### src/bird_pkg.sv
// ----------------------------------------------------------------------------
// bird_pkg: shared types and constants of the bit image run decoder
// Field widths, stream byte codes, register indexes, controller states and
// the command and status bundles between controller and datapath.
// ----------------------------------------------------------------------------
package bird_pkg;

    localparam int CODE_W      = 8;
    localparam int CHUNK_W     = 64;
    localparam int COUNT_W     = 4;
    localparam int REPEAT_W    = 8;
    localparam int LINE_CFG_W  = 9;
    localparam int PLEN_W      = 2;
    localparam int TOTAL_W     = 9;
    localparam int MAX_RESULTS = 64;
    localparam int RES_W       = $clog2(MAX_RESULTS);
    localparam int CFG_INDEX_W = 1;

    localparam logic [CODE_W-1:0] BYTE_ZERO    = 8'h00;
    localparam logic [CODE_W-1:0] BYTE_LITERAL = 8'h80;
    localparam logic [CODE_W-1:0] MASK_COUNT   = 8'h7f;
    localparam logic [CODE_W-1:0] SOLID_ONES   = 8'hff;

    localparam logic [CFG_INDEX_W-1:0] CFG_LINE_BYTES     = 1'b0;
    localparam logic [CFG_INDEX_W-1:0] CFG_PATTERN_LENGTH = 1'b1;

    localparam logic [LINE_CFG_W-1:0] LINE_BYTES_RESET     = 9'd80;
    localparam logic [PLEN_W-1:0]     PATTERN_LENGTH_RESET = 2'd2;

    typedef enum logic [3:0] {
        ST_OPCODE,
        ST_AFTER_ZERO,
        ST_PATTERN,
        ST_SL_FLAG,
        ST_SL_COUNT,
        ST_LIT_COUNT,
        ST_LIT_DATA,
        ST_LIT_SKIP,
        ST_RUN
    } t_state;

    typedef enum logic [3:0] {
        OP_NONE,
        OP_SOLID,
        OP_SET_COUNT,
        OP_PAT_BYTE,
        OP_SET_REPEAT,
        OP_LIT_COUNT,
        OP_LIT_BYTE,
        OP_LIT_SKIP,
        OP_CHUNK
    } t_op;

    typedef struct packed {
        t_op op;
    } t_cmd;

    typedef struct packed {
        logic byte_zero;
        logic byte_literal;
        logic pat_done;
        logic lit_more;
        logic slot_free;
        logic run_last;
        logic line_full;
    } t_status;

endpackage

### src/bird_in_if.sv
// ----------------------------------------------------------------------------
// bird_in_if: compressed byte channel
// Valid/ready channel carrying one byte of the compressed stream per item.
// ----------------------------------------------------------------------------
interface bird_in_if;
    logic                        valid;
    logic                        ready;
    logic [bird_pkg::CODE_W-1:0] code_byte;

    modport source (output valid, output code_byte, input ready);
    modport sink   (input valid, input code_byte, output ready);
endinterface

### src/bird_out_if.sv
// ----------------------------------------------------------------------------
// bird_out_if: decoded chunk channel
// Valid/ready channel carrying one chunk of decoded line bytes per item.
// ----------------------------------------------------------------------------
interface bird_out_if;
    logic                          valid;
    logic                          ready;
    logic [bird_pkg::CHUNK_W-1:0]  chunk_data;
    logic [bird_pkg::COUNT_W-1:0]  chunk_count;
    logic                          line_end;
    logic [bird_pkg::REPEAT_W-1:0] line_repeat;
    logic                          run_last;
    logic                          clipped;

    modport source (output valid, output chunk_data, output chunk_count,
                    output line_end, output line_repeat, output run_last,
                    output clipped, input ready);
    modport sink   (input valid, input chunk_data, input chunk_count,
                    input line_end, input line_repeat, input run_last,
                    input clipped, output ready);
endinterface

### src/bird_ctrl.sv
// ----------------------------------------------------------------------------
// bird_ctrl: record parser and run sequencer
// Walks the record grammar of the compressed stream, decides when an input
// item is taken and issues one datapath command per cycle.
// ----------------------------------------------------------------------------
module bird_ctrl (
    input  logic              i_clk,
    input  logic              i_rst_n,
    input  logic              i_in_valid,
    output logic              o_in_ready,
    input  bird_pkg::t_status i_status,
    output bird_pkg::t_cmd    o_cmd
);

    bird_pkg::t_state r_state;
    bird_pkg::t_state n_state;
    logic             accept;

    always_ff @(posedge i_clk) begin
        if (!i_rst_n) begin
            r_state <= bird_pkg::ST_OPCODE;
        end else begin
            r_state <= n_state;
        end
    end

    always_comb begin
        n_state  = r_state;
        o_cmd.op = bird_pkg::OP_NONE;

        // A literal byte goes straight to the output register, so it waits
        // for a free slot; a run holds off input until its last chunk.
        unique case (r_state)
            bird_pkg::ST_RUN:      o_in_ready = 1'b0;
            bird_pkg::ST_LIT_DATA: o_in_ready = i_status.slot_free;
            default:               o_in_ready = 1'b1;
        endcase
        accept = i_in_valid && o_in_ready;

        unique case (r_state)
            bird_pkg::ST_OPCODE: begin
                if (accept) begin
                    if (i_status.byte_zero) begin
                        n_state = bird_pkg::ST_AFTER_ZERO;
                    end else if (i_status.byte_literal) begin
                        n_state = bird_pkg::ST_LIT_COUNT;
                    end else begin
                        o_cmd.op = bird_pkg::OP_SOLID;
                        n_state  = bird_pkg::ST_RUN;
                    end
                end
            end
            bird_pkg::ST_AFTER_ZERO: begin
                if (accept) begin
                    if (i_status.byte_zero) begin
                        n_state = bird_pkg::ST_SL_FLAG;
                    end else begin
                        o_cmd.op = bird_pkg::OP_SET_COUNT;
                        n_state  = bird_pkg::ST_PATTERN;
                    end
                end
            end
            bird_pkg::ST_PATTERN: begin
                if (accept) begin
                    o_cmd.op = bird_pkg::OP_PAT_BYTE;
                    if (i_status.pat_done) begin
                        n_state = bird_pkg::ST_RUN;
                    end
                end
            end
            bird_pkg::ST_SL_FLAG: begin
                if (accept) begin
                    n_state = bird_pkg::ST_SL_COUNT;
                end
            end
            bird_pkg::ST_SL_COUNT: begin
                if (accept) begin
                    o_cmd.op = bird_pkg::OP_SET_REPEAT;
                    n_state  = bird_pkg::ST_OPCODE;
                end
            end
            bird_pkg::ST_LIT_COUNT: begin
                if (accept) begin
                    o_cmd.op = bird_pkg::OP_LIT_COUNT;
                    n_state  = i_status.byte_zero ? bird_pkg::ST_OPCODE
                                                  : bird_pkg::ST_LIT_DATA;
                end
            end
            bird_pkg::ST_LIT_DATA: begin
                if (accept) begin
                    o_cmd.op = bird_pkg::OP_LIT_BYTE;
                    if (!i_status.lit_more) begin
                        n_state = bird_pkg::ST_OPCODE;
                    end else if (i_status.line_full) begin
                        // Line filled with literal bytes still pending.
                        n_state = bird_pkg::ST_LIT_SKIP;
                    end
                end
            end
            bird_pkg::ST_LIT_SKIP: begin
                if (accept) begin
                    o_cmd.op = bird_pkg::OP_LIT_SKIP;
                    if (!i_status.lit_more) begin
                        n_state = bird_pkg::ST_OPCODE;
                    end
                end
            end
            bird_pkg::ST_RUN: begin
                if (i_status.slot_free) begin
                    o_cmd.op = bird_pkg::OP_CHUNK;
                    if (i_status.run_last) begin
                        n_state = bird_pkg::ST_OPCODE;
                    end
                end
            end
            default: begin
                n_state = bird_pkg::ST_OPCODE;
            end
        endcase
    end

endmodule

### src/bird_dp.sv
// ----------------------------------------------------------------------------
// bird_dp: decoder datapath
// Holds the configuration, pattern bytes, counters, line position and the
// run state, builds one output chunk per command and owns the output register.
// ----------------------------------------------------------------------------
module bird_dp #(
    parameter int MAX_LINE_BYTES    = 256,
    parameter int MAX_PATTERN_BYTES = 2,
    parameter int CHUNK_BYTES       = 8
) (
    input  logic                                i_clk,
    input  logic                                i_rst_n,
    input  logic                                i_cfg_we,
    input  logic [bird_pkg::CFG_INDEX_W-1:0]    i_cfg_index,
    input  logic [bird_pkg::LINE_CFG_W-1:0]     i_cfg_data,
    input  logic [bird_pkg::CODE_W-1:0]         i_code_byte,
    input  bird_pkg::t_cmd                      i_cmd,
    output bird_pkg::t_status                   o_status,
    bird_out_if.source                          o_chunk
);

    localparam int LW = $clog2(MAX_LINE_BYTES + 1);
    localparam int CW = (LW > bird_pkg::TOTAL_W) ? LW : bird_pkg::TOTAL_W;

    // Configuration
    logic [bird_pkg::LINE_CFG_W-1:0] r_line_bytes;
    logic [bird_pkg::PLEN_W-1:0]     r_pattern_length;

    // Parser state
    logic [bird_pkg::CODE_W-1:0]     r_pat [MAX_PATTERN_BYTES];
    logic [bird_pkg::PLEN_W-1:0]     r_fill;
    logic [bird_pkg::CODE_W-1:0]     r_run_count;
    logic [bird_pkg::CODE_W-1:0]     r_lit_left;
    logic [LW-1:0]                   r_pos;
    logic [bird_pkg::REPEAT_W-1:0]   r_pending;

    // Run in progress
    logic [LW-1:0]                   r_take_left;
    logic                            r_hits_end;
    logic                            r_run_clip;
    logic [bird_pkg::CODE_W-1:0]     r_b0;
    logic [bird_pkg::CODE_W-1:0]     r_b1;
    logic                            r_phase;
    logic [bird_pkg::RES_W-1:0]      r_nres;

    // Output register
    logic                            r_out_valid;
    logic [bird_pkg::CHUNK_W-1:0]    r_data;
    logic [bird_pkg::COUNT_W-1:0]    r_count;
    logic                            r_line_end;
    logic [bird_pkg::REPEAT_W-1:0]   r_repeat;
    logic                            r_run_last;
    logic                            r_clipped;

    logic [CW-1:0]                   lim_w;
    logic [LW-1:0]                   lim;
    logic [bird_pkg::PLEN_W-1:0]     plen;
    logic [LW-1:0]                   rem;
    logic                            lit_le;
    logic [bird_pkg::CODE_W-1:0]     eff [MAX_PATTERN_BYTES];
    logic [bird_pkg::CODE_W-1:0]     pb0;
    logic [bird_pkg::CODE_W-1:0]     pb1;
    logic                            pat_done;
    logic [bird_pkg::CODE_W-1:0]     solid;
    logic [bird_pkg::TOTAL_W-1:0]    total;
    logic [CW-1:0]                   total_c;
    logic [CW-1:0]                   rem_c;
    logic [LW-1:0]                   take;
    logic                            slot_free;
    logic                            fin;
    logic                            cap;
    logic                            last;
    logic                            run_le;
    logic [bird_pkg::COUNT_W-1:0]    c4;
    logic [bird_pkg::CHUNK_W-1:0]    chunk;
    logic [bird_pkg::REPEAT_W-1:0]   rep_now;

    // Effective line width and pattern length.
    always_comb begin
        if (r_line_bytes == '0) begin
            lim_w = CW'(1);
        end else if (CW'(r_line_bytes) > CW'(MAX_LINE_BYTES)) begin
            lim_w = CW'(MAX_LINE_BYTES);
        end else begin
            lim_w = CW'(r_line_bytes);
        end
        lim = lim_w[LW-1:0];

        if (r_pattern_length == '0) begin
            plen = bird_pkg::PLEN_W'(1);
        end else if (r_pattern_length > bird_pkg::PLEN_W'(MAX_PATTERN_BYTES)) begin
            plen = bird_pkg::PLEN_W'(MAX_PATTERN_BYTES);
        end else begin
            plen = r_pattern_length;
        end
    end

    // A position at or past the line end leaves room for one byte only.
    assign rem    = (r_pos < lim) ? (lim - r_pos) : LW'(1);
    assign lit_le = (rem == LW'(1));

    // Pattern bytes with the byte being accepted bypassed into its slot.
    always_comb begin
        for (int j = 0; j < MAX_PATTERN_BYTES; j++) begin
            eff[j] = (r_fill == bird_pkg::PLEN_W'(j)) ? i_code_byte : r_pat[j];
        end
        pb0 = eff[0];
        pb1 = (plen == bird_pkg::PLEN_W'(2)) ? eff[MAX_PATTERN_BYTES-1] : eff[0];
    end

    assign pat_done = ({1'b0, r_fill} + 3'd1) >= {1'b0, plen};
    assign solid    = i_code_byte[7] ? bird_pkg::SOLID_ONES : bird_pkg::BYTE_ZERO;

    // Run setup: bytes requested, clipped to the room left on the line.
    always_comb begin
        if (i_cmd.op == bird_pkg::OP_SOLID) begin
            total = bird_pkg::TOTAL_W'(i_code_byte & bird_pkg::MASK_COUNT);
        end else if (plen == bird_pkg::PLEN_W'(2)) begin
            total = {r_run_count, 1'b0};
        end else begin
            total = {1'b0, r_run_count};
        end
        total_c = CW'(total);
        rem_c   = CW'(rem);
        take    = (total_c < rem_c) ? total_c[LW-1:0] : rem;
    end

    // Chunk of the run in progress.
    assign slot_free = !r_out_valid || o_chunk.ready;
    assign fin       = r_take_left <= LW'(CHUNK_BYTES);
    assign cap       = r_nres == bird_pkg::RES_W'(bird_pkg::MAX_RESULTS - 1);
    assign last      = fin || cap;
    assign run_le    = fin && r_hits_end;
    assign c4        = fin ? r_take_left[bird_pkg::COUNT_W-1:0]
                           : bird_pkg::COUNT_W'(CHUNK_BYTES);

    always_comb begin
        chunk = '0;
        for (int i = 0; i < CHUNK_BYTES; i++) begin
            if (bird_pkg::COUNT_W'(i) < c4) begin
                chunk[8*i +: 8] = (((i % 2) != 0) ^ r_phase) ? r_b1 : r_b0;
            end
        end
    end

    always_comb begin
        rep_now = r_pending;
    end

    always_ff @(posedge i_clk) begin
        if (!i_rst_n) begin
            r_line_bytes     <= bird_pkg::LINE_BYTES_RESET;
            r_pattern_length <= bird_pkg::PATTERN_LENGTH_RESET;
        end else if (i_cfg_we) begin
            unique case (i_cfg_index)
                bird_pkg::CFG_LINE_BYTES:     r_line_bytes     <= i_cfg_data;
                bird_pkg::CFG_PATTERN_LENGTH: r_pattern_length <= i_cfg_data[1:0];
                default:                      r_line_bytes     <= r_line_bytes;
            endcase
        end
    end

    always_ff @(posedge i_clk) begin
        if (i_cmd.op == bird_pkg::OP_PAT_BYTE) begin
            for (int j = 0; j < MAX_PATTERN_BYTES; j++) begin
                if (r_fill == bird_pkg::PLEN_W'(j)) begin
                    r_pat[j] <= i_code_byte;
                end
            end
        end
    end

    always_ff @(posedge i_clk) begin
        if (!i_rst_n) begin
            r_fill      <= '0;
            r_run_count <= '0;
            r_lit_left  <= '0;
            r_pos       <= '0;
            r_pending   <= bird_pkg::REPEAT_W'(1);
            r_take_left <= '0;
            r_phase     <= 1'b0;
            r_nres      <= '0;
        end else begin
            unique case (i_cmd.op)
                bird_pkg::OP_SOLID: begin
                    r_take_left <= take;
                    r_phase     <= 1'b0;
                    r_nres      <= '0;
                end
                bird_pkg::OP_SET_COUNT: begin
                    r_run_count <= i_code_byte;
                    r_fill      <= '0;
                end
                bird_pkg::OP_PAT_BYTE: begin
                    if (pat_done) begin
                        r_fill      <= '0;
                        r_take_left <= take;
                        r_phase     <= 1'b0;
                        r_nres      <= '0;
                    end else begin
                        r_fill <= r_fill + bird_pkg::PLEN_W'(1);
                    end
                end
                bird_pkg::OP_SET_REPEAT: begin
                    // A repeat count of zero means the line appears once.
                    r_pending <= (i_code_byte == bird_pkg::BYTE_ZERO)
                                 ? bird_pkg::REPEAT_W'(1) : i_code_byte;
                end
                bird_pkg::OP_LIT_COUNT: begin
                    r_lit_left <= i_code_byte;
                end
                bird_pkg::OP_LIT_BYTE: begin
                    r_lit_left <= r_lit_left - 8'd1;
                    if (lit_le) begin
                        r_pos     <= '0;
                        r_pending <= bird_pkg::REPEAT_W'(1);
                    end else begin
                        r_pos <= r_pos + LW'(1);
                    end
                end
                bird_pkg::OP_LIT_SKIP: begin
                    r_lit_left <= r_lit_left - 8'd1;
                end
                bird_pkg::OP_CHUNK: begin
                    r_take_left <= r_take_left - LW'(c4);
                    r_phase     <= r_phase ^ c4[0];
                    r_nres      <= r_nres + bird_pkg::RES_W'(1);
                    if (run_le) begin
                        r_pos     <= '0;
                        r_pending <= bird_pkg::REPEAT_W'(1);
                    end else begin
                        r_pos <= r_pos + LW'(c4);
                    end
                end
                default: begin
                    r_fill <= r_fill;
                end
            endcase
        end
    end

    // Run payload registers.
    always_ff @(posedge i_clk) begin
        if (i_cmd.op == bird_pkg::OP_SOLID) begin
            r_b0       <= solid;
            r_b1       <= solid;
            r_hits_end <= total_c >= rem_c;
            r_run_clip <= total_c > rem_c;
        end else if (i_cmd.op == bird_pkg::OP_PAT_BYTE && pat_done) begin
            r_b0       <= pb0;
            r_b1       <= pb1;
            r_hits_end <= total_c >= rem_c;
            r_run_clip <= total_c > rem_c;
        end
    end

    // Output register.
    always_ff @(posedge i_clk) begin
        if (!i_rst_n) begin
            r_out_valid <= 1'b0;
        end else if (i_cmd.op == bird_pkg::OP_CHUNK || i_cmd.op == bird_pkg::OP_LIT_BYTE) begin
            r_out_valid <= 1'b1;
        end else if (o_chunk.ready) begin
            r_out_valid <= 1'b0;
        end
    end

    always_ff @(posedge i_clk) begin
        if (i_cmd.op == bird_pkg::OP_CHUNK) begin
            r_data     <= chunk;
            r_count    <= c4;
            r_line_end <= run_le;
            r_repeat   <= run_le ? rep_now : bird_pkg::REPEAT_W'(1);
            r_run_last <= last;
            // A chunk cut short by the result limit always drops bytes.
            r_clipped  <= last && (fin ? r_run_clip : 1'b1);
        end else if (i_cmd.op == bird_pkg::OP_LIT_BYTE) begin
            r_data     <= bird_pkg::CHUNK_W'(i_code_byte);
            r_count    <= bird_pkg::COUNT_W'(1);
            r_line_end <= lit_le;
            r_repeat   <= lit_le ? rep_now : bird_pkg::REPEAT_W'(1);
            r_run_last <= 1'b1;
            r_clipped  <= lit_le && (r_lit_left > 8'd1);
        end
    end

    assign o_chunk.valid       = r_out_valid;
    assign o_chunk.chunk_data  = r_data;
    assign o_chunk.chunk_count = r_count;
    assign o_chunk.line_end    = r_line_end;
    assign o_chunk.line_repeat = r_repeat;
    assign o_chunk.run_last    = r_run_last;
    assign o_chunk.clipped     = r_clipped;

    always_comb begin
        o_status.byte_zero    = i_code_byte == bird_pkg::BYTE_ZERO;
        o_status.byte_literal = i_code_byte == bird_pkg::BYTE_LITERAL;
        o_status.pat_done     = pat_done;
        o_status.lit_more     = r_lit_left > 8'd1;
        o_status.slot_free    = slot_free;
        o_status.run_last     = last;
        // Flags a literal byte that would end the line.
        o_status.line_full    = lit_le;
    end

endmodule

### src/bit_image_run_decoder_top.sv
// ----------------------------------------------------------------------------
// bit_image_run_decoder_top: bitplane line decompressor
// Takes one compressed byte per input item on i_code and delivers decoded
// line bytes as chunks of up to CHUNK_BYTES on o_chunk, first byte lowest.
// Line width and pattern length are written through the i_cfg_* port while
// the block is idle; index 0 is the line width, index 1 the pattern length.
// Header, control and count bytes never wait for the output register and
// give no result. A literal data byte is taken once the output register is
// free and appears on o_chunk in the next cycle.
// A solid or pattern run is set up in the cycle its last byte is taken; the
// sequencer then writes one chunk per cycle into the output register while
// it is free, and holds off input until the run's last chunk is written.
// When o_chunk.ready is low a full output register holds its item and the
// sequencer waits; outside a run, bytes that give no result are still taken.
// Reset (i_rst_n low at a clock edge) returns the parser to the opcode state,
// clears the line position, sets the line repeat to one and loads the
// register defaults of 80 line bytes and a two-byte pattern.
// ----------------------------------------------------------------------------
module bit_image_run_decoder_top #(
    parameter int MAX_LINE_BYTES    = 256,
    parameter int MAX_PATTERN_BYTES = 2,
    parameter int CHUNK_BYTES       = 8
) (
    input  logic                                i_clk,
    input  logic                                i_rst_n,
    bird_in_if.sink                             i_code,
    bird_out_if.source                          o_chunk,
    input  logic                                i_cfg_we,
    input  logic [bird_pkg::CFG_INDEX_W-1:0]    i_cfg_index,
    input  logic [bird_pkg::LINE_CFG_W-1:0]     i_cfg_data
);

    bird_pkg::t_cmd    cmd;
    bird_pkg::t_status status;

    bird_ctrl u_ctrl (
        .i_clk      (i_clk),
        .i_rst_n    (i_rst_n),
        .i_in_valid (i_code.valid),
        .o_in_ready (i_code.ready),
        .i_status   (status),
        .o_cmd      (cmd)
    );

    bird_dp #(
        .MAX_LINE_BYTES    (MAX_LINE_BYTES),
        .MAX_PATTERN_BYTES (MAX_PATTERN_BYTES),
        .CHUNK_BYTES       (CHUNK_BYTES)
    ) u_dp (
        .i_clk       (i_clk),
        .i_rst_n     (i_rst_n),
        .i_cfg_we    (i_cfg_we),
        .i_cfg_index (i_cfg_index),
        .i_cfg_data  (i_cfg_data),
        .i_code_byte (i_code.code_byte),
        .i_cmd       (cmd),
        .o_status    (status),
        .o_chunk     (o_chunk)
    );

endmodule

### src/flat_wrapper.sv
// flat-port wrapper written by rule: the top's interface ports become plain ports
module bit_image_run_decoder_top_flat 
#(
    parameter int MAX_LINE_BYTES    = 256,
    parameter int MAX_PATTERN_BYTES = 2,
    parameter int CHUNK_BYTES       = 8
)
  (i_clk, i_rst_n, i_cfg_we, i_cfg_index, i_cfg_data, i_code_valid, i_code_code_byte, i_code_ready, o_chunk_valid, o_chunk_chunk_data, o_chunk_chunk_count, o_chunk_line_end, o_chunk_line_repeat, o_chunk_run_last, o_chunk_clipped, o_chunk_ready);
  bird_in_if i_code_i ();
  bird_out_if o_chunk_i ();
  input  logic i_clk;
  input  logic i_rst_n;
  input  logic i_cfg_we;
  input  logic [bird_pkg::CFG_INDEX_W-1:0] i_cfg_index;
  input  logic [bird_pkg::LINE_CFG_W-1:0] i_cfg_data;
  input wire logic [$bits(i_code_i.valid)-1:0] i_code_valid;
  input wire logic [$bits(i_code_i.code_byte)-1:0] i_code_code_byte;
  output wire logic [$bits(i_code_i.ready)-1:0] i_code_ready;
  output wire logic [$bits(o_chunk_i.valid)-1:0] o_chunk_valid;
  output wire logic [$bits(o_chunk_i.chunk_data)-1:0] o_chunk_chunk_data;
  output wire logic [$bits(o_chunk_i.chunk_count)-1:0] o_chunk_chunk_count;
  output wire logic [$bits(o_chunk_i.line_end)-1:0] o_chunk_line_end;
  output wire logic [$bits(o_chunk_i.line_repeat)-1:0] o_chunk_line_repeat;
  output wire logic [$bits(o_chunk_i.run_last)-1:0] o_chunk_run_last;
  output wire logic [$bits(o_chunk_i.clipped)-1:0] o_chunk_clipped;
  input wire logic [$bits(o_chunk_i.ready)-1:0] o_chunk_ready;
  assign i_code_i.valid = i_code_valid;
  assign i_code_i.code_byte = i_code_code_byte;
  assign i_code_ready = i_code_i.ready;
  assign o_chunk_valid = o_chunk_i.valid;
  assign o_chunk_chunk_data = o_chunk_i.chunk_data;
  assign o_chunk_chunk_count = o_chunk_i.chunk_count;
  assign o_chunk_line_end = o_chunk_i.line_end;
  assign o_chunk_line_repeat = o_chunk_i.line_repeat;
  assign o_chunk_run_last = o_chunk_i.run_last;
  assign o_chunk_clipped = o_chunk_i.clipped;
  assign o_chunk_i.ready = o_chunk_ready;
  bit_image_run_decoder_top #(.MAX_LINE_BYTES(MAX_LINE_BYTES), .MAX_PATTERN_BYTES(MAX_PATTERN_BYTES), .CHUNK_BYTES(CHUNK_BYTES)) u_core (.i_clk(i_clk), .i_rst_n(i_rst_n), .i_code(i_code_i), .o_chunk(o_chunk_i), .i_cfg_we(i_cfg_we), .i_cfg_index(i_cfg_index), .i_cfg_data(i_cfg_data));
endmodule
### config.mk
export PLATFORM = sky130hd
export DESIGN_NAME = bit_image_run_decoder_top_flat
export DESIGN_NICKNAME = d
export VERILOG_FILES = /design/src/bird_pkg.sv /design/src/bird_in_if.sv /design/src/bird_out_if.sv /design/src/bird_ctrl.sv /design/src/bird_dp.sv /design/src/bit_image_run_decoder_top.sv /design/src/flat_wrapper.sv
export SDC_FILE = /design/constraint.sdc
export NUM_CORES = 1
export LEC_CHECK = 0
export BUFFER_PORTS_ARGS = -buffer_cell sky130_fd_sc_hd__clkbuf_2
export CORE_ASPECT_RATIO = 2
export CORE_MARGIN = 8
export CORE_UTILIZATION = 53
export CTS_CLUSTER_DIAMETER = 200
export DETAILED_ROUTE_END_ITERATION = 10
export HOLD_SLACK_MARGIN = 0.05
export PLACE_DENSITY = 0.76
export SLEW_MARGIN = 10
export SYNTH_ARGS = -nofsm -noshare
export SYNTH_HDL_FRONTEND = slang
export SYNTH_HIERARCHICAL = 1
export SYNTH_SLANG_ARGS = --single-unit
### constraint.sdc
create_clock -name i_clk -period 4.3 [get_ports i_clk]
set_input_delay 0.645 -clock i_clk [delete_from_list [all_inputs] [get_ports i_clk]]
set_output_delay 0.645 -clock i_clk [all_outputs]
set_load 0.1 [all_outputs]
# Word-level counts from Yosys, hierarchy flattened
# Memory sizes are Yosys's and may differ from the RTL's.
# Cells that the tools add are included.
word_totals:
  ff_bits: 164
  mem_bits_rw: 16
  in_bits: 23
  out_inout_bits: 81
  wordCells: 220
  mem_count: 1
classes:
  n_addsub: 8
  magnitude_cmp: 17
  eq_ne: 37
  muxes: 105
  bitwise_logic: 2
  n_reduce_logical: 28
memory_table:
  columns: ["name", "depth", "word_bits", "rd", "rd_clocked_by_memory_dff", "wr", "line", "source"]
  rows:
  - ["u_core.u_dp.r_pat", 2, 8, 2, 0, 1, "bird_dp.sv:30", "logic [bird_pkg::CODE_W-1:0] r_pat [MAX_PATTERN_BYTES];"]
ops:
  columns: ["operator", "count"]
  rows:
  - ["8-bit 2-to-1 mux", 26]
  - ["64-bit 2-to-1 mux", 2]
  - ["9-bit 2-to-1 mux", 9]
  - ["4-bit 2-to-1 mux", 20]
  - ["4-bit one-hot mux with 9 select lines", 1]
  - ["4-bit by 3-bit == test with 1-bit output, second input constant", 8]
  - ["4-bit one-hot mux with 8 select lines", 1]
  - ["2-bit != test, second input constant", 15]
  - ["9-bit one-hot mux with 3 select lines", 1]
  - ["1-bit 2-to-1 mux", 26]
  - ["8-bit one-hot mux with 3 select lines", 1]
  - ["9-bit less-than comparator", 2]
  - ["6-bit one-hot mux with 3 select lines", 1]
  - ["9-bit one-hot mux with 2 select lines", 1]
  - ["4-bit by 2-bit == test with 1-bit output, second input constant", 4]
  - ["3-bit by 4-bit less-than comparator with 1-bit output, first input constant", 4]
  - ["8-bit one-hot mux with 2 select lines", 1]
  - ["3-bit 2-to-1 mux", 5]
  - ["13-bit AND reduction", 1]
  - ["2-bit 2-to-1 mux", 6]
  - ["2-bit nonzero test", 5]
  - ["9-bit by 1-bit adder with 9-bit output, second input constant", 1]
  - ["9-bit by 4-bit adder with 9-bit output", 1]
  - ["9-bit by 1-bit == test with 1-bit output, second input constant", 1]
  - ["other kinds (40)", 54]

# Depth between registers and ports, before layout
# Gate-level depths: netlist of run 1.
logic_depth:
  word_depth: 12
  ltp_mapped: 23
  ltp_nobuf: 20

# Cells and area by module
# Netlist of run 1, hierarchy kept.
by_module_without_submodules:
  columns: ["module", "n_inst", "cells_per_inst", "area_each_um2", "seq_area_each_um2"]
  rows:
  - ["bird_dp", 1, 900, 8933.6, 4634.4]
  - ["bird_ctrl", 1, 59, 457.9, 80.1]

# Least setup slack after synthesis of run 1
# No wires, ideal clock.
synth_timing:
  path_type: "reg-to-reg"
  start: "reg u_core.u_dp.r_out_valid, in the netlist u_core/u_dp/o_chunk.valid"
  end: "reg u_core.u_dp.r_pos[5]"
  setup_ps: 117
  t_arrival_ps: 5156
  required_time_ps: 4183
  slack_ps: -973
  path_stages_with_launch: 16
  path_buffers: 4
  synth_period_minus_slack_ps: 5273
  cell_sequence: "dfxtp_1 > nand2b_1 > buf_4 > and4bb_1 > o21bai_2 > nand2_1 > nor3b_1 > clkbuf_1 > nor2b_1 > clkbuf_1 > a21oi_1 > or2_2 > inv_1 > buf_2 > a21oi_1 > a32o_1"
synth_rtl:
  columns: ["element", "line", "source"]
  rows:
  - ["start: declaration", "bird_dp.sv:47", "logic r_out_valid;"]
  - ["start signal: assignment", "bird_dp.sv:260", "r_out_valid <= 1'b0;"]
  - ["start signal: assignment", "bird_dp.sv:262", "r_out_valid <= 1'b1;"]
  - ["start signal: assignment", "bird_dp.sv:264", "r_out_valid <= 1'b0;"]
  - ["end signal: assignment", "bird_dp.sv:218", "r_pos <= r_pos + LW'(1);"]
  - ["end signal: assignment", "bird_dp.sv:232", "r_pos <= r_pos + LW'(c4);"]
  - ["end: declaration", "bird_dp.sv:34", "logic [LW-1:0] r_pos;"]

# Final worst setup path of run 1
layout_timing:
  start: "reg u_core/u_dp/r_line_bytes[4] (netlist bit)"
  end: "reg u_core.u_dp.r_take_left[0]"
layout_via:
  elab_chain_cells: 9
  word_cells_on_any_way: 11
  cone_classes: "1 x add/sub; 3 x order compare; 6 x mux; 1 x reduce/logical"
layout_rtl:
  columns: ["element", "line", "source"]
  rows:
  - ["start: declaration", "bird_dp.sv:26", "logic [bird_pkg::LINE_CFG_W-1:0] r_line_bytes;"]
  - ["start signal: assignment", "bird_dp.sv:152", "r_line_bytes <= bird_pkg::LINE_BYTES_RESET;"]
  - ["start signal: assignment", "bird_dp.sv:156", "bird_pkg::CFG_LINE_BYTES: r_line_bytes <= i_cfg_data;"]
  - ["start signal: assignment", "bird_dp.sv:158", "default: r_line_bytes <= r_line_bytes;"]
  - ["9-bit > comparator", "bird_dp.sv:82", "end else if (CW'(r_line_bytes) > CW'(MAX_LINE_BYTES)) begin"]
  - ["9-bit 2-to-1 mux", "bird_dp.sv:82", null]
  - ["9-bit 2-to-1 mux (*)", "bird_dp.sv:80", "if (r_line_bytes == '0) begin"]
  - ["9-bit subtractor or 9-bit less-than comparator (tied branches)", "bird_dp.sv:99", "assign rem = (r_pos < lim) ? (lim - r_pos) : LW'(1);"]
  - ["9-bit 2-to-1 mux (*)", "bird_dp.sv:99", null]
  - ["9-bit less-than comparator", "bird_dp.sv:125", "take = (total_c < rem_c) ? total_c[LW-1:0] : rem;"]
  - ["9-bit 2-to-1 mux (*)", "bird_dp.sv:125", null]
  - ["9-bit 2-to-1 mux", "bird_dp.sv:195", "if (pat_done) begin"]
  - ["9-bit one-hot mux with 3 select lines (*)", "bird_dp.sv:184", "unique case (i_cmd.op)"]
  - ["end signal: assignment", "bird_dp.sv:186", "r_take_left <= take;"]
  - ["end signal: assignment", "bird_dp.sv:197", "r_take_left <= take;"]
  - ["end signal: assignment", "bird_dp.sv:225", "r_take_left <= r_take_left - LW'(c4);"]
  - ["end: declaration", "bird_dp.sv:38", "logic [LW-1:0] r_take_left;"]
# Mark *: on every way between the ends. The rest lies on a longest branch, timed or not. The select of a mux whose other input is x is not followed.
# A chain may end at the register's enable or synchronous reset.

==> flow_metrics.py, run 1 <==
metrics = {
    "outcome": {
        "outcome": "finished, final reports clean",
    },
    "power_and_ir_drop": {
        "power.density_nw_per_um2": 702,
        "p_clk_frac": 0.215,
        "pwr-share-seq": 0.319,
        "power_switching_share": 0.477,
        "max-vdd-ir-drop_v": 0.000415,
        "total_power_mw": 7.73,
        "p_leak_nw": 4.37,
        "intPower_mw": 4.04,
        "comb_power_share": 0.466,
        "p_sw_mw": 3.69,
    },
    "die": {
        "die_h_um": 204,
        "core_um2": 17600,
        "rows": 69,
        "io_pins": 104,
        "start_util": 0.533,
        "die_area_um2": 22500,
        "die_w_um": 110,
    },
    "route": {
        "drt_iter0_markers": 644,
        "drt-pass1-iter-count": 5,
        "routed_via_density": 5.94,
        "vias": 7722,
        "routed_wl_um": 24200,
        "wl_per_cell_um": 18.7,
        "route.detailed.drc": 0,
        "drtAntennaViolNets": 0,
    },
    "global_route": {
        "grt_max_degree": 68,
        "grt_pass1_vias": 7586,
        "grt_pass1_wl_um": 38400,
        "grt_util_all_layers": 0.218,
        "antenna_found_initial": 0,
        "overflow": 0,
    },
    "final_layout": {
        "postLayoutCoreUtil": 0.625,
        "final_cell_area_um2": 11000,
        "regArea_um2": 4720,
        "nNetsFinal": 1130,
        "multi_input_area_um2": 4380,
        "n_antenna_cell": 0,
        "drive_gt1_frac": 0.204,
        "final_cell_mix": "nand2_1 (127), edfxtp_1 (113), nor2_1 (112), clkbuf_2 (103), dfxtp_1 (65)",
        "final_common_cell": "nand2_1",
        "syn_to_final_growth_pct": 17.2,
        "fillers": 1411,
    },
    "critical_path": {
        "reg2reg_from": "u_core/u_dp/r_line_bytes[4]",
        "critPathArrivalTime_ns": 4.43,
        "cp_max_fo": 8,
        "required_ns": 4.60,
        "startpoint": "u_core/u_dp/r_line_bytes[4]",
        "slowest_delay_ns": 0.51,
        "setup.worst_path.start_class": "flop",
        "worstPathCellList": "or4_1 > nor4_1 > o21bai_1 > ha_1 > nand2b_1 > a211oi_2 > o21ai_1 > a21boi_1 > buf_4 > nand2_1 > ha_1 > nor2b_1 > o21ai_0 > nand2b_1 > a211oi_2 > o21ai_4 > buf_4 > mux2i_1 > a21oi_1",
        "crit_type": "reg2reg",
        "cp-end-kind": "flop",
        "cp_slowest_cell": "or4_1",
    },
    "synthesis": {
        "synth_cell_types": 86,
        "synth-seq-cells": 179,
        "synth_edf_count": 113,
        "ys_seq_area_frac": 0.502,
        "post_synth.cell_area_avg_um2": 9.79,
        "syn_area_um2": 9390,
        "yosys_warnings": 6,
        "synthesis.nets": 1016,
        "async_flop_share": 0,
        "synth_ff_type": "edfxtp_1",
        "synthCells": 959,
    },
    "placed_design": {
        "dpl_cell_area_um2": 10300,
        "gp_congestion": 0.927,
        "place_hpwl_um": 17700,
        "numPortBuffers": 103,
    },
    "clock_tree": {
        "cts_hold_buf": 0,
        "numCtsBuffers": 17,
        "clk_pin_slew_ns": 0.07,
        "cts_tree": "yes",
        "ctsHtreeMaxLevel": 4,
        "cts-root-buf": "clkbuf_16",
        "clk_latency_ns": 0.44,
        "cts.sinks": 179,
        "clk_path_buf_depth": 2,
    },
    "timing": {
        "setup-tns-final_ns": 0,
        "setup_viol": 0,
        "max_freq_mhz": 242,
        "max-slew-margin-rel": 0.186,
        "skew_ns": 0.0163,
        "worst_pin_slew_ns": 1.21,
        "period_share": 0.959,
        "slew_violations": 0,
        "hold_viol": 0,
        "period_needed_ns": 4.12,
        "fin_hold_ws_ns": 0.425,
        "rsz0062_at_grt": "yes",
    },
    "job": {
        "drv_cap": 0,
    },
    "hold_path": {
        "min_path_type": "in2reg",
        "hp-start": "i_cfg_data[2]",
    },
}
## timing repair
action                                  in CTS  in global routing
pin swaps                                    1                  5
cloned                                       0                  1
endpoints found under the hold margin        0                  0
resized for setup                            0                  6
buffers inserted                             0                  6
endpoints found under the setup margin       1                 11
## path summary, 6_finish.rpt
path	slack, ns	to	depth (start not counted)
worst min-delay path	0.42	u_core/u_dp/r_line_bytes[2]	3
worst min register to register	0.46	u_core/u_dp/r_pending[5]	2
worst max-delay path	0.18	u_core/u_dp/r_take_left[0]	19
worst max register to register	0.18	u_core/u_dp/r_take_left[0]	19
## final cells by class
class	instances	area share
Inverter	35	0.0125
Sequential cell	179	0.428
Tap cell	213	0.0242
Clock inverter	15	0.0191
Clock buffer	17	0.0386
Timing Repair Buffer	148	0.0790
Multi-Input combinational cell	692	0.398
## stage by stage
step | cells | worst slack, ns
global route | 1299 | -0.0155
detailed placement | 1260 | 0.0336
floorplan | 959 | 0.00384
finish | 1299 | 0.176
global placement | 1260 | 0.188
CTS | 1292 | 0.0139
## state kept, by name, summed over array words and instances, names as in the netlist, 6 cells and up
signal / count
u_core/u_dp/r_run_count: 8
u_core/u_dp/r_b1: 8
u_core/u_dp/r_nres: 6
u_core/u_dp/r_take_left: 9
u_core/u_dp/r_line_bytes: 9
u_core/u_dp/r_pat: 16
u_core/u_dp/o_chunk.line_repeat: 8
u_core/u_dp/o_chunk.chunk_data: 64
u_core/u_dp/r_lit_left: 8
u_core/u_dp/r_b0: 8
u_core/u_dp/r_pos: 9
u_core/u_dp/r_pending: 8
## synth_stat cells (all sizes together), types with 3 or more instances
cell,number,share of area
nor3b,6,0.0048
nor2,113,0.045
clkbuf,33,0.013
nand2b,15,0.010
nand3b,5,0.0040
or3,7,0.0047
nand3,36,0.019
ha,31,0.041
and3,10,0.0072
o21a,5,0.0040
o22ai,4,0.0027
nor2b,14,0.0093
a21o,4,0.0032
nand2,129,0.052
o31ai,9,0.0087
a31oi,7,0.0047
a32o,3,0.0032
o32ai,3,0.0028
xor2,9,0.0084
nor3,16,0.0097
dfxtp,66,0.14
a211o,5,0.0048
or2,4,0.0027
a22o,3,0.0028
o211ai,6,0.0048
o21bai,3,0.0028
nand4,6,0.0040
edfxtp,113,0.36
a211oi,6,0.0048
xnor2,9,0.0084
a21oi,66,0.036
buf,20,0.012
fa,3,0.0064
a31o,3,0.0028
a221oi,3,0.0028
inv,34,0.014
o311ai,3,0.0028
mux2i,49,0.052
o21ai,41,0.022
and2,7,0.0048
a22oi,3,0.0024
nor4,12,0.011
## worst max-delay path: cells and delay by family (launching register included)
family	cells	cell delay, ns
fa+ha+maj	2	0.53
compound gates	8	1.38
buf+inv	2	0.34
flops	1	0.32
simple gates	6	1.19
mux	1	0.22
## power by group through the flow
| stage | clock (mW) | sequential (mW) | combinational (mW) |
|---|---|---|---|
| 4_1_cts | 1.68 | 2.47 | 3.54 |
| 6_report | 1.66 | 2.47 | 3.60 |
| 2_1_floorplan | 0 | 3.81 | 1.46 |
| 3_5_place_dp | 0 | 2.50 | 3.52 |
| 5_1_grt | 1.74 | 2.50 | 3.82 |
| 3_3_place_gp | 0 | 2.49 | 3.48 |
## metal layers
layer / GRT usage / up-vias / share of wire
li1: - / 3687 / -
met1: 0.263 / 3654 / 0.40
met2: 0.361 / 326 / 0.50
met3: 0.0370 / 55 / 0.069
met4: 0.111 / 0 / 0.030
met5: 0 / - / 0
## kinds of logic (layout without fill, tap and decap cells)
| family | Yosys count | after routing | share of synthesized area |
|---|---|---|---|
| AND/OR/NAND/NOR | 390 | 390 | 0.199 |
| AO/OA/AOI/OAI | 198 | 198 | 0.140 |
| flip-flops | 179 | 179 | 0.502 |
| buffers and inverters | 88 | 215 | 0.0390 |
| multiplexers | 51 | 51 | 0.0546 |
| adder cells (fa/ha/maj) | 34 | 34 | 0.0477 |
| XOR/XNOR | 18 | 18 | 0.0168 |
| other | 1 | 1 | 0.000399 |
Power figures use the tool's default switching activity.
==> run 2: changes to the inputs <==
Settings changed: CTS_BUF_LIST set to sky130_fd_sc_hd__clkbuf_8 sky130_fd_sc_hd__clkbuf_16, SYNTH_HIERARCHICAL 1 to unset.
==> flow_metrics.py, run 2 <==
metrics = {
    "die": {
        "start_util": 0.541,
        "core_um2": 17300,
        "die_w_um": 110,
        "die_area_um2": 22400,
        "io_pins": 104,
        "rows": 68,
        "die_h_um": 204,
    },
    "critical_path": {
        "startpoint": "u_core.u_dp.r_line_bytes[5]",
        "crit_type": "reg2reg",
        "setup.worst_path.start_class": "flop",
        "reg2reg_from": "u_core.u_dp.r_line_bytes[5]",
        "cp-end-kind": "flop",
        "cp_max_fo": 6,
        "rr_worst_depth": 17,
        "critPathArrivalTime_ns": 4.33,
        "required_ns": 4.62,
    },
    "power_and_ir_drop": {
        "p_leak_nw": 4.24,
        "power.density_nw_per_um2": 697,
        "max-vdd-ir-drop_v": 0.000364,
    },
    "timing": {
        "hold_viol": 0,
        "worst_pin_slew_ns": 1.03,
        "slew_violations": 0,
        "max-slew-margin-rel": 0.310,
        "setup-tns-final_ns": 0,
        "setup_viol": 0,
        "period_needed_ns": 4.00,
        "rsz0062_at_grt": "no",
        "skew_ns": 0.00874,
        "period_share": 0.931,
        "max_freq_mhz": 250,
    },
    "synthesis": {
        "synthCells": 934,
        "netlist.top_cell.by_area": "edfxtp_1",
        "synth_ff_type": "edfxtp_1",
        "syn_area_um2": 9340,
        "yosys.cell_count.top_type": "nor2_1",
        "ys_seq_area_frac": 0.505,
        "synth_area_leaders": "edfxtp_1 (36%), dfxtp_1 (14%), mux2i_1 (5.6%)",
        "synth-seq-cells": 179,
        "synth_edf_count": 113,
        "yosys_warnings": 0,
        "synth_cell_types": 81,
        "ys_top_cells_by_count": "nor2_1 (123), edfxtp_1 (113), nand2_1 (86), dfxtp_1 (66), a21oi_1 (55)",
        "synthesis.nets": 991,
        "post_synth.cell_area_avg_um2": 10.0,
        "async_flop_share": 0,
        "synth_top_area_share": 0.363,
    },
    "hold_path": {
        "hp-start": "i_cfg_data[2]",
        "whs_path_depth": 3,
        "min_path_type": "in2reg",
    },
    "final_layout": {
        "nNetsFinal": 1097,
        "multi_input_area_um2": 4310,
        "final_common_cell": "nor2_1",
        "regArea_um2": 4710,
        "final_cells": 1263,
        "largest_reg_flops": 64,
        "fillers": 1423,
        "syn_to_final_growth_pct": 15.1,
        "drive_gt1_frac": 0.186,
        "n_antenna_cell": 0,
        "final_cell_mix": "nor2_1 (123), edfxtp_1 (113), clkbuf_2 (103), nand2_1 (85), dfxtp_1 (66)",
    },
    "route": {
        "vias": 7594,
        "drt-pass1-iter-count": 5,
        "wl_per_cell_um": 20.4,
        "drt_iter0_markers": 493,
        "drtAntennaViolNets": 0,
        "routed_via_density": 6.01,
        "routed_wl_um": 25700,
        "route.detailed.drc": 0,
    },
    "placed_design": {
        "place_hpwl_um": 19400,
        "place_inst": 1228,
        "numPortBuffers": 103,
        "gp_congestion": 0.930,
    },
    "clock_tree": {
        "cts_tree": "yes",
        "clk_latency_ns": 0.44,
        "clk_pin_slew_ns": 0.07,
        "numCtsBuffers": 17,
        "ctsHtreeMaxLevel": 4,
        "clk_path_buf_depth": 2,
        "cts.sinks": 179,
        "cts-root-buf": "clkbuf_16",
    },
    "global_route": {
        "grt_max_degree": 84,
        "grtUsageMet1": 0.215,
        "met2_usage": 0.449,
        "met3_usage": 0.0338,
        "grt_pass1_vias": 7692,
        "antenna_found_initial": 0,
        "grt_util_all_layers": 0.235,
        "grt_pass1_wl_um": 40300,
        "overflow": 0,
        "grt_busiest_layer": "met2",
    },
    "job": {
        "drv_cap": 0,
    },
    "outcome": {
        "outcome": "finished, final reports clean",
    },
}
[run 2: path summary, 6_finish.rpt]
check,end,slack (ns)
max,u_core.u_dp.r_take_left[2],0.30
min,u_core.u_dp.r_line_bytes[2],0.42
max reg2reg,u_core.u_dp.r_take_left[2],0.30
min reg2reg,u_core.u_dp.r_pending[6],0.46
[run 2: cell families (layout without fill, tap and decap cells)]
kind of cell    count (synthesis)  after routing  share of synthesized area
buf+inv                        83            202                     0.0368
other cells                     1              1                   0.000401
flops                         179            179                      0.505
simple gates                  370            370                      0.196
compound gates                201            201                      0.145
fa+ha+maj                      34             34                     0.0479
xor+xnor                       13             13                     0.0122
mux                            53             53                     0.0569
[run 2: metal layers]
| layer | wire (µm) | vias up |
|---|---|---|
| li1 | - | 3607 |
| met1 | 8630 | 3621 |
| met2 | 14400 | 283 |
| met3 | 1230 | 83 |
| met4 | 1480 | 0 |
| met5 | 0 | - |
[run 2: worst max-delay path: stages (launching register included)]
cell and delay, ns:
dfxtp_1 0.32, or4_1 0.53, nor4_2 0.14, o21bai_1 0.10, ha_1 0.20, inv_1 0.08, fa_2 0.23, a211oi_1 0.11
nor3_1 0.25, mux2i_1 0.27, o21ai_1 0.11, ha_1 0.31, and3_1 0.22, a221oi_1 0.24, buf_4 0.18, nand2_2 0.10
o31a_1 0.31, a32o_1 0.21
[run 2: final cells by class]
cell class | instances | share of cell area
sequential | 179 | 0.439
multi-input combinational | 672 | 0.401
timing repair buffer | 136 | 0.0710
clock buffer | 17 | 0.0396
tap | 210 | 0.0244
clock inverter | 15 | 0.0139
inverter | 34 | 0.0120
[run 2: per-stage QoR]
| step | hold slack, ns | power (mW) | utilization | instance area [µm²] | setup WS [ns] |
|---|---|---|---|---|---|
| after floorplan | 0.430 | 5.18 | - | 9350 | 0.0538 |
| after global placement | 0.440 | 5.89 | 0.587 | 10100 | 0.164 |
| after detailed placement | 0.449 | 5.95 | 0.587 | 10100 | 0.0845 |
| after CTS | 0.413 | 7.47 | 0.620 | 10700 | 0.0468 |
| after global routing | 0.421 | 7.83 | 0.622 | 10800 | 0.0197 |
| final | 0.422 | 7.49 | 0.622 | 10800 | 0.296 |
[run 2: repair_timing]
item | CTS | global route
resized for setup | 0 | 7
hold buffers | 0 | 0
setup buffers | 0 | 3
setup endpoints to repair | 0 | 11
[run 2: power by group]
part / internal [mW] / leakage, nW / total (mW) / switching [mW]
clock: 0.816 / 0.277 / 1.52 / 0.708
combinational: 0.832 / 2.38 / 3.48 / 2.64
sequential: 2.28 / 1.59 / 2.49 / 0.208
total: 3.93 / 4.24 / 7.49 / 3.56
